===== src/hdl/dbcs_pkg.sv =====
// Shared types and constants for the dual battery charge selector.
// No dependencies; used by dbcs_cfg, dbcs_decide and the top level.
package dbcs_pkg;

	localparam int MV_W    = 16;
	localparam int TICK_W  = 8;
	localparam int CFG_IDX_W = 3;

	// configuration register indexes
	localparam logic [CFG_IDX_W-1:0] REG_UNDER_VOLTAGE  = 3'd0;
	localparam logic [CFG_IDX_W-1:0] REG_CHARGE_MIN     = 3'd1;
	localparam logic [CFG_IDX_W-1:0] REG_FULL_VOLTAGE   = 3'd2;
	localparam logic [CFG_IDX_W-1:0] REG_AUTO_MARGIN    = 3'd3;
	localparam logic [CFG_IDX_W-1:0] REG_MANUAL_MARGIN  = 3'd4;
	localparam logic [CFG_IDX_W-1:0] REG_FULL_DELAY     = 3'd5;

	// selection modes
	localparam logic [1:0] MODE_AUTO  = 2'd0;
	localparam logic [1:0] MODE_ONLY1 = 2'd1;

	// latched battery choice
	localparam logic [1:0] CHOICE_NONE = 2'd0;
	localparam logic [1:0] CHOICE_ONE  = 2'd1;
	localparam logic [1:0] CHOICE_TWO  = 2'd2;

	typedef enum logic [2:0] {
		ST_SEARCH = 3'd0,
		ST_CHG1   = 3'd1,
		ST_CHG2   = 3'd2,
		ST_DIS1   = 3'd3,
		ST_DIS2   = 3'd4
	} ctl_state_t;

	typedef struct packed {
		logic [MV_W-1:0]   under_voltage_mv;
		logic [MV_W-1:0]   charge_min_mv;
		logic [MV_W-1:0]   full_voltage_mv;
		logic [MV_W-1:0]   auto_full_margin_mv;
		logic [MV_W-1:0]   manual_full_margin_mv;
		logic [TICK_W-1:0] full_delay_ticks;
	} cfg_t;

	typedef struct packed {
		ctl_state_t        mode_state;
		ctl_state_t        last_cmd;
		logic [1:0]        chg_choice;
		logic [1:0]        dis_choice;
		logic [TICK_W-1:0] full_cnt;
	} ctl_t;

	typedef struct packed {
		logic [MV_W-1:0] battery_one_mv;
		logic [MV_W-1:0] battery_two_mv;
		logic [MV_W-1:0] adapter_mv;
		logic [1:0]      select_mode;
	} sample_t;

endpackage


===== src/hdl/dbcs_cfg.sv =====
// Configuration register file for the charge selector.
// Depends on dbcs_pkg for the register indexes and cfg_t.
module dbcs_cfg (
	input  logic                             clk,
	input  logic                             arst_n,
	input  logic                             cfg_we,
	input  logic [dbcs_pkg::CFG_IDX_W-1:0]   cfg_index,
	input  logic [dbcs_pkg::MV_W-1:0]        cfg_data,
	output dbcs_pkg::cfg_t                   cfg
);

	dbcs_pkg::cfg_t cfg_q;

	always_ff @(posedge clk or negedge arst_n) begin
		if (!arst_n) begin
			cfg_q.under_voltage_mv      <= 16'd6000;
			cfg_q.charge_min_mv         <= 16'd13100;
			cfg_q.full_voltage_mv       <= 16'd16800;
			cfg_q.auto_full_margin_mv   <= 16'd100;
			cfg_q.manual_full_margin_mv <= 16'd10;
			cfg_q.full_delay_ticks      <= 8'd4;
		end else if (cfg_we) begin
			case (cfg_index)
				dbcs_pkg::REG_UNDER_VOLTAGE: cfg_q.under_voltage_mv <= cfg_data;
				dbcs_pkg::REG_CHARGE_MIN:    cfg_q.charge_min_mv <= cfg_data;
				dbcs_pkg::REG_FULL_VOLTAGE:  cfg_q.full_voltage_mv <= cfg_data;
				dbcs_pkg::REG_AUTO_MARGIN:   cfg_q.auto_full_margin_mv <= cfg_data;
				dbcs_pkg::REG_MANUAL_MARGIN: cfg_q.manual_full_margin_mv <= cfg_data;
				dbcs_pkg::REG_FULL_DELAY:
					cfg_q.full_delay_ticks <= cfg_data[dbcs_pkg::TICK_W-1:0];
				default: ;
			endcase
		end
	end

	assign cfg = cfg_q;

endmodule


===== src/hdl/dbcs_decide.sv =====
// Next-state and command logic for one sample of the charge selector.
// Depends on dbcs_pkg for cfg_t, ctl_t, sample_t and the state codes.
module dbcs_decide (
	input  dbcs_pkg::cfg_t    cfg,
	input  dbcs_pkg::sample_t smp,
	input  dbcs_pkg::ctl_t    cur,
	output dbcs_pkg::ctl_t    nxt,
	output logic              apply_command
);

	logic               adapter, b1_low, b2_low;
	logic signed [16:0] head1, head2, am, mm;
	logic               one_sel;
	logic [15:0]        v_sel;
	logic               v_low;
	logic signed [16:0] head_v;

	assign adapter = smp.adapter_mv >= cfg.under_voltage_mv;
	assign b1_low  = smp.battery_one_mv < cfg.under_voltage_mv;
	assign b2_low  = smp.battery_two_mv < cfg.under_voltage_mv;
	// headroom below full voltage, signed
	assign head1 = $signed({1'b0, cfg.full_voltage_mv}) - $signed({1'b0, smp.battery_one_mv});
	assign head2 = $signed({1'b0, cfg.full_voltage_mv}) - $signed({1'b0, smp.battery_two_mv});
	assign am    = $signed({1'b0, cfg.auto_full_margin_mv});
	assign mm    = $signed({1'b0, cfg.manual_full_margin_mv});
	assign one_sel = smp.select_mode == dbcs_pkg::MODE_ONLY1;
	assign v_sel   = one_sel ? smp.battery_one_mv : smp.battery_two_mv;
	assign v_low   = one_sel ? b1_low : b2_low;
	assign head_v  = one_sel ? head1 : head2;

	always_comb begin
		logic b1_lower, b2_lower, b1_ok, b2_ok, full_hit;
		logic [dbcs_pkg::TICK_W-1:0] cnt_inc;
		nxt      = cur;
		b1_lower = (smp.battery_one_mv < smp.battery_two_mv) || b2_low;
		b1_ok    = smp.battery_one_mv > cfg.charge_min_mv;
		b2_ok    = smp.battery_two_mv > cfg.charge_min_mv;
		b2_lower = 1'b0;
		full_hit = 1'b0;
		cnt_inc  = cur.full_cnt + 8'd1;
		if (smp.select_mode == dbcs_pkg::MODE_AUTO) begin
			if (adapter) begin
				nxt.dis_choice = dbcs_pkg::CHOICE_NONE;
				b2_lower = (smp.battery_one_mv > smp.battery_two_mv) || b1_low;
				if (cur.chg_choice == dbcs_pkg::CHOICE_NONE) begin
					if (b1_lower && b1_ok && head1 > am) begin
						nxt.chg_choice = dbcs_pkg::CHOICE_ONE;
						nxt.mode_state = dbcs_pkg::ST_CHG1;
					end else if (b2_lower && b2_ok && head2 > am) begin
						nxt.chg_choice = dbcs_pkg::CHOICE_TWO;
						nxt.mode_state = dbcs_pkg::ST_CHG2;
					end else begin
						nxt.mode_state = dbcs_pkg::ST_SEARCH;
					end
				end
				// count ticks where the latched battery reads full or absent
				full_hit = ((b1_low || head1 < am) && nxt.chg_choice == dbcs_pkg::CHOICE_ONE)
					|| ((b2_low || head2 < am) && nxt.chg_choice == dbcs_pkg::CHOICE_TWO);
				if (full_hit) begin
					if (cnt_inc == cfg.full_delay_ticks) begin
						nxt.full_cnt   = '0;
						nxt.mode_state = dbcs_pkg::ST_SEARCH;
						nxt.chg_choice = dbcs_pkg::CHOICE_NONE;
					end else begin
						nxt.full_cnt = cnt_inc;
					end
				end
			end else begin
				nxt.chg_choice = dbcs_pkg::CHOICE_NONE;
				b2_lower = (smp.battery_two_mv < smp.battery_one_mv) || b1_low;
				if (cur.dis_choice == dbcs_pkg::CHOICE_NONE) begin
					if (b1_lower && b1_ok) begin
						nxt.dis_choice = dbcs_pkg::CHOICE_ONE;
						nxt.mode_state = dbcs_pkg::ST_DIS1;
					end else if (b2_lower && b2_ok) begin
						nxt.dis_choice = dbcs_pkg::CHOICE_TWO;
						nxt.mode_state = dbcs_pkg::ST_DIS2;
					end else begin
						nxt.mode_state = dbcs_pkg::ST_SEARCH;
					end
				end
				// release the discharge battery once it drops out
				if ((nxt.dis_choice == dbcs_pkg::CHOICE_ONE && b1_low)
					|| (nxt.dis_choice == dbcs_pkg::CHOICE_TWO && b2_low))
					nxt.dis_choice = dbcs_pkg::CHOICE_NONE;
			end
		end else begin
			nxt.chg_choice = dbcs_pkg::CHOICE_NONE;
			nxt.dis_choice = dbcs_pkg::CHOICE_NONE;
			if (adapter) begin
				if (v_sel > cfg.charge_min_mv && v_sel < cfg.full_voltage_mv)
					nxt.mode_state = one_sel ? dbcs_pkg::ST_CHG1 : dbcs_pkg::ST_CHG2;
				else if (v_low || head_v < mm)
					nxt.mode_state = dbcs_pkg::ST_SEARCH;
			end else begin
				nxt.mode_state = one_sel ? dbcs_pkg::ST_DIS1 : dbcs_pkg::ST_DIS2;
			end
		end
		apply_command = cur.last_cmd != nxt.mode_state;
		nxt.last_cmd  = nxt.mode_state;
	end

endmodule


===== src/hdl/dual_battery_charge_selector_top.sv =====
// Top level of the dual battery charge selector: input stage, decision, result register.
// Depends on dbcs_pkg, dbcs_cfg and dbcs_decide.
//
//  channel | dir | handshake          | payload
//  --------+-----+--------------------+------------------------------------------------
//  s_*     | in  | s_tvalid/s_tready  | tdata: b1 mV, b2 mV, adapter mV; tuser: mode
//  m_*     | out | m_tvalid/m_tready  | tdata: controller_state, apply_command
//  cfg_*   | in  | cfg_we             | cfg_index selects register, cfg_data value
//
// A beat in the input stage moves into the result register once that register is free
// or being read, and its result is then offered; one beat per cycle is sustained while
// m_tready stays high. The controller state is updated in the same edge that loads the
// result register, so the next sample already sees it. A stalled result holds
// in the output register; the input stage fills behind it, then s_tready drops.
// Reset clears the state to adapter search, both choices to none, the tick
// count to zero and the registers to their default thresholds.
module dual_battery_charge_selector_top (
	input  logic        clk,
	input  logic        arst_n,
	// sample beats
	input  logic        s_tvalid,
	output logic        s_tready,
	input  logic [47:0] s_tdata,  // [15:0] battery_one_mv, [31:16] battery_two_mv,
	                              // [47:32] adapter_mv
	input  logic [1:0]  s_tuser,  // [1:0] select_mode
	// result beats
	output logic        m_tvalid,
	input  logic        m_tready,
	output logic [7:0]  m_tdata,  // [2:0] controller_state, [3] apply_command, rest zero
	// configuration writes
	input  logic        cfg_we,
	input  logic [2:0]  cfg_index,
	input  logic [15:0] cfg_data
);

	dbcs_pkg::cfg_t    cfg;
	dbcs_pkg::sample_t smp_s1;
	logic              vld_s1;
	dbcs_pkg::ctl_t    ctl_q, ctl_nxt;
	logic              apply_nxt;
	logic              out_vld_q;
	logic [2:0]        out_state_q;
	logic              out_apply_q;
	logic              advance;

	dbcs_cfg u_cfg (
		.clk       (clk),
		.arst_n    (arst_n),
		.cfg_we    (cfg_we),
		.cfg_index (cfg_index),
		.cfg_data  (cfg_data),
		.cfg       (cfg)
	);

	dbcs_decide u_decide (
		.cfg           (cfg),
		.smp           (smp_s1),
		.cur           (ctl_q),
		.nxt           (ctl_nxt),
		.apply_command (apply_nxt)
	);

	// move the staged sample into the result register when that register frees up
	assign advance  = vld_s1 && (!out_vld_q || m_tready);
	assign s_tready = !vld_s1 || advance;

	// input stage: control
	always_ff @(posedge clk or negedge arst_n) begin
		if (!arst_n) begin
			vld_s1 <= 1'b0;
		end else if (s_tready) begin
			vld_s1 <= s_tvalid;
		end
	end

	// input stage: payload
	always_ff @(posedge clk) begin
		if (s_tready && s_tvalid) begin
			smp_s1.battery_one_mv <= s_tdata[15:0];
			smp_s1.battery_two_mv <= s_tdata[31:16];
			smp_s1.adapter_mv     <= s_tdata[47:32];
			smp_s1.select_mode    <= s_tuser;
		end
	end

	// controller state advances once per sample
	always_ff @(posedge clk or negedge arst_n) begin
		if (!arst_n) begin
			ctl_q.mode_state <= dbcs_pkg::ST_SEARCH;
			ctl_q.last_cmd   <= dbcs_pkg::ST_SEARCH;
			ctl_q.chg_choice <= dbcs_pkg::CHOICE_NONE;
			ctl_q.dis_choice <= dbcs_pkg::CHOICE_NONE;
			ctl_q.full_cnt   <= '0;
		end else if (advance) begin
			ctl_q <= ctl_nxt;
		end
	end

	// result register
	always_ff @(posedge clk or negedge arst_n) begin
		if (!arst_n) begin
			out_vld_q <= 1'b0;
		end else if (advance) begin
			out_vld_q <= 1'b1;
		end else if (m_tready) begin
			out_vld_q <= 1'b0;
		end
	end

	always_ff @(posedge clk) begin
		if (advance) begin
			out_state_q <= ctl_nxt.mode_state;
			out_apply_q <= apply_nxt;
		end
	end

	assign m_tvalid = out_vld_q;
	assign m_tdata  = {4'b0000, out_apply_q, out_state_q};

	// a held result always matches the last commanded state
	a_result_is_cmd: assert property (@(posedge clk) disable iff (!arst_n)
		out_vld_q |-> out_state_q == ctl_q.last_cmd)
		else $error("result state differs from last commanded state");

	// charge and discharge choices are never latched together
	a_choice_excl: assert property (@(posedge clk) disable iff (!arst_n)
		!(ctl_q.chg_choice != dbcs_pkg::CHOICE_NONE
			&& ctl_q.dis_choice != dbcs_pkg::CHOICE_NONE))
		else $error("charge and discharge choices both set");

	// back-pressure only when both stages are full
	a_ready_low: assert property (@(posedge clk) disable iff (!arst_n)
		!s_tready |-> (vld_s1 && out_vld_q && !m_tready))
		else $error("input stalled with room in the pipeline");

	// a command strobe means the state moved on this beat
	a_apply_change: assert property (@(posedge clk) disable iff (!arst_n)
		advance |=> (out_apply_q == (out_state_q != $past(ctl_q.last_cmd))))
		else $error("command strobe does not match state change");

endmodule


===== config.mk =====
export PLATFORM = sky130hd
export DESIGN_NAME = dual_battery_charge_selector_top
export DESIGN_NICKNAME = d
export VERILOG_FILES = /design/src/hdl/dbcs_pkg.sv /design/src/hdl/dbcs_cfg.sv /design/src/hdl/dbcs_decide.sv /design/src/hdl/dual_battery_charge_selector_top.sv
export SDC_FILE = /design/constraint.sdc
export NUM_CORES = 1
export LEC_CHECK = 0
export ABC_AREA = 1
export BUFFER_PORTS_ARGS = -buffer_cell sky130_fd_sc_hd__buf_4
export CELL_PAD_IN_SITES_DETAIL_PLACEMENT = 2
export CELL_PAD_IN_SITES_GLOBAL_PLACEMENT = 2
export CORE_AREA = 2 2 178 180
export DETAILED_ROUTE_END_ITERATION = 8
export DIE_AREA = 0 0 180 182
export PLACE_DENSITY_LB_ADDON = 0.25
export SLEW_MARGIN = 30
export SYNTH_ARGS = -nofsm -noshare
export SYNTH_HDL_FRONTEND = slang
export SYNTH_SLANG_ARGS = --single-unit

===== constraint.sdc =====
create_clock -name clk -period 7.42 [get_ports clk]
set_input_delay 0.742 -clock clk [delete_from_list [all_inputs] [get_ports clk]]
set_output_delay 0.742 -clock clk [all_outputs]
set_load 0.05 [all_outputs]

==> summary.md <==
| Metric | Value |
|---|---|
| Delay-heaviest family, CP | simple AND/OR/NAND/NOR gates |
| Area grow syn2layout | 13.0% |
| Setup Buffers After CTS | 0 |
| Final Non-Filler Cells | approximately 2k |
| Worst hold slack | 0.306 ns |
| Final Cycle Share | 64.5% |
| Outcome | completed |
| Antenna diodes | 0 |
| F_max | 209 MHz |
| Final setup violation count | 0 |
| Sw frac | 43.2% |
| Final Max Slew Viols | 0 |
| First-pass GRT wire length | around 68000 µm |
| CTS clk-pin slew, worst paths | roughly 0.080 ns |
| Critical path launch point type | register |
| Placer Congestion | roughly 0.86 |
| Top-level port count | 84 |
| Cts repair resizes | 0 |
| P_int | between 2 and 2.5 mW |
| Combinational share of power | between 40% and 50% |
| Violation count after the first detailed-route iteration | between 400 and 500 |
| Maximum root-to-sink buffer count | 2 |
| Cell Rows | between 60 and 70 |
| Core outline area | roughly 31000 µm² |
| Top cell type's share of synthesized area | around a fifth |
| Hold_buf cts | 0 |
| Net Sw Power | 1.70 mW |
| Synthesized cell area | 12200 µm² |
| Clock latency at the later pin of the worst-skew pair | 0.47 ns |
| Depth of the CTS H-tree | 4 |
| Ys async rst share | roughly two thirds |
| Worst-Margin Slew | around 0.90 ns |
| Sequential cell area fraction in the yosys report | around a third |
| Most used cell, CP | nand2_1 |
| Via count | 10.7k |
| Root buf cell | clkbuf_16 |
| Fraction of layout cells with a size suffix above 1 | 12.3% |
| Leakage | around 7 nW |
| TritonCTS Sinks | around 160 |
| CP max stage delay | around 0.46 ns |
| Fin Setup TNS | 0 ns |
| Initial antenna violation count | 2 |
| Pin count of the biggest net entering global routing | 60 |
| Flops & latches, synth | approximately 160 |
| Antenna-violating nets left | 0 |
| TritonCTS clock tree | built |
| Worst EP required | approximately 7.6 ns |
| Overflow after GRT | 0 |
| Met3 Usage GRT | under 10% |
| Avg WL per Cell | ~21 µm |
| Kind of critical path | reg2reg |
| Instance count of the mapped netlist | between 1.5k and 2k |
| Port Buf Inserts | roughly 80 |
| Die Span Y | around 180 µm |
| Final Hold Fails | 0 |
| Slowest cell on crit path | edfxtp_1 |
| Pwr dens | roughly 290 nW/µm² |
| Clk pwr share | between 20% and 30% |
| DRC | 0 |
| Global-route layer with the greatest usage | met2 |
| Drt via density | around 5.4 |
| Synth area leader | ha_1 |
| Routed WL | 42200 µm |
| Avg Inst Size Synth | a little over 8 µm² |
| Synth unique cells | 56 |
| YS warnings | 0 |
| Synth top area cells | ha_1 (21%), dfrtp_1 (17%), edfxtp_1 (13%) |
| Vias in the first global route | roughly 12k |
| EDFF count, synth | 54 |
| Maximum VDD drop | 0.171 mV |
| Initial Utilization | 39.5% |
| Die width | about 180 µm |
| RSZ-0062 raised after global routing | no |
| Hold WC Path Type | in2async |
| TritonCTS Buffers | 17 |
| Placed cells | a little under 2k |
| # nets final | 1859 |
| Tmin final | approximately 4.8 ns |
| CP max FO | 5 |
| Worst path arrival time | ~5 ns |
| Sequential Power Share | between 30% and 40% |
| Crit end category | register |
| Clock Skew | ~0.017 ns |
| HPWL after DPL | 33400 µm |
| Top FF cell, synth | dfrtp_1 |
| DIE AREA | 32800 µm² |
| Max_cap viols | 0 |
| Met2 Usage GRT | between 40 and 50% |
| Met1 usage in global routing | 32.2% |
| Buffers & Inverters on Critical Path | 2 |
| Filler cells | 3503 |
| Slew headroom | approximately 40% |
| Pre-antenna DRT Iters | 4 |
| GRT Overall Usage | a little over a quarter |
==> power by group through the flow <==
stage	clock, mW	combinational, mW	sequential (mW)
detailed placement	0	1.81	1.22
global route	0.952	2.11	1.22
CTS	0.924	1.86	1.20
floorplan	0	1.25	1.19
global placement	0	1.67	1.21
finish	0.908	1.84	1.20
==> layout make-up <==
cell class | instances | area [µm²] | share of cell area, %
clock inverters | 12 | 108 | 0.778
clock buffers | 20 | 478 | 3.46
well taps | 402 | 503 | 3.64
multi-input cells | 1080 | 6940 | 50.2
repair buffers | 82 | 616 | 4.45
flip-flops and latches | 159 | 4280 | 31.0
inverters | 238 | 896 | 6.48
==> worst reg2reg max path: cells and delay by family (launching register included) <==
family	cells	cell delay (ns)
compound gates	7	1.37
simple gates	21	1.71
xor+xnor	1	0.22
buf+inv	2	0.21
fa+ha+maj	2	0.57
flops	1	0.46
==> flip-flops by register name, summed over array words and instances (netlist names) <==
signal,cells
u_cfg.cfg,88
smp_s1,50
ctl_q,15
out_state_q,3
m_tvalid,1
out_apply_q,1
vld_s1,1
==> cell usage in the layout, fill, tap and decap left out, types with 13 or more instances in the layout <==
| cell | instances |
|---|---|
| nor2_1 | 56 |
| a21oi_1 | 103 |
| dfstp_2 | 24 |
| ha_1 | 205 |
| clkbuf_16 | 18 |
| inv_1 | 231 |
| xor2_1 | 24 |
| o21ai_1 | 30 |
| nand2_2 | 21 |
| nor3_1 | 13 |
| nand3_1 | 44 |
| dfrtp_1 | 81 |
| nand2_1 | 342 |
| o21ai_0 | 141 |
| buf_4 | 82 |
| nand4_1 | 17 |
| edfxtp_1 | 54 |
==> layer usage <==
metal	vias to the layer above	part of all wire, %
li1	5144	-
met1	5308	43
met2	156	51
met3	57	2.7
met4	0	2.9
met5	-	0
==> cells in the mapped netlist, types with 2 or more instances <==
master / instances
nand3_2: 2
xor2_1: 24
a21oi_2: 2
nand2_4: 2
nand2_2: 18
o211ai_1: 4
a31o_2: 2
ha_1: 205
a31oi_1: 2
a211oi_1: 6
o21ai_2: 4
inv_1: 232
xnor2_1: 12
o21a_1: 6
a21boi_2: 2
o21ai_0: 141
inv_2: 6
dfrtp_1: 81
nor3_1: 13
o31ai_1: 2
buf_4: 6
nand3_1: 45
edfxtp_1: 54
o31a_1: 2
o21ai_1: 30
dfstp_2: 24
nand2_1: 345
nand4_1: 17
o21bai_1: 4
o211ai_2: 2
nor2_1: 56
fa_1: 2
clkbuf_1: 22
a21oi_1: 103
o22ai_1: 2
nor3_2: 3
==> metrics by stage <==
step                worst slack (ns)  utilization (%)  total power, mW  area, µm²
floorplan                       3.49                -             2.44      12200
global route                    2.01             44.6             4.28      13800
CTS                             2.56             44.6             3.99      13800
finish                          2.63             44.6             3.95      13800
detailed placement              2.73             42.7             3.03      13200
global placement                2.94             42.7             2.88      13200
==> cell families (layout without fill, tap and decap cells) <==
| kind of cell | after synthesis | in the layout | share of synthesized area [%] |
|---|---|---|---|
| flops | 159 | 159 | 35.0 |
| buf+inv | 267 | 352 | 8.44 |
| xor+xnor | 36 | 36 | 2.58 |
| fa+ha+maj | 207 | 207 | 21.3 |
| simple gates | 511 | 511 | 17.9 |
| other cells | 1 | 4 | 0.0307 |
| compound gates | 322 | 322 | 14.8 |
==> final timing paths <==
check                             start             to  slack [ns]  cells past startpoint
min in group clk            s_tdata[17]     smp_s1[19]        0.45                      1
setup / recovery             smp_s1[36]    out_apply_q        2.63                     33
hold reg to reg            u_cfg.cfg[8]   u_cfg.cfg[8]        0.49                      2
setup reg to reg             smp_s1[36]    out_apply_q        2.63                     33
hold / removal                   arst_n  u_cfg.cfg[12]        0.31                      1
max in group asynchronous        arst_n  u_cfg.cfg[85]        5.77                      2
No activity file was read; power rests on OpenSTA's default activity.
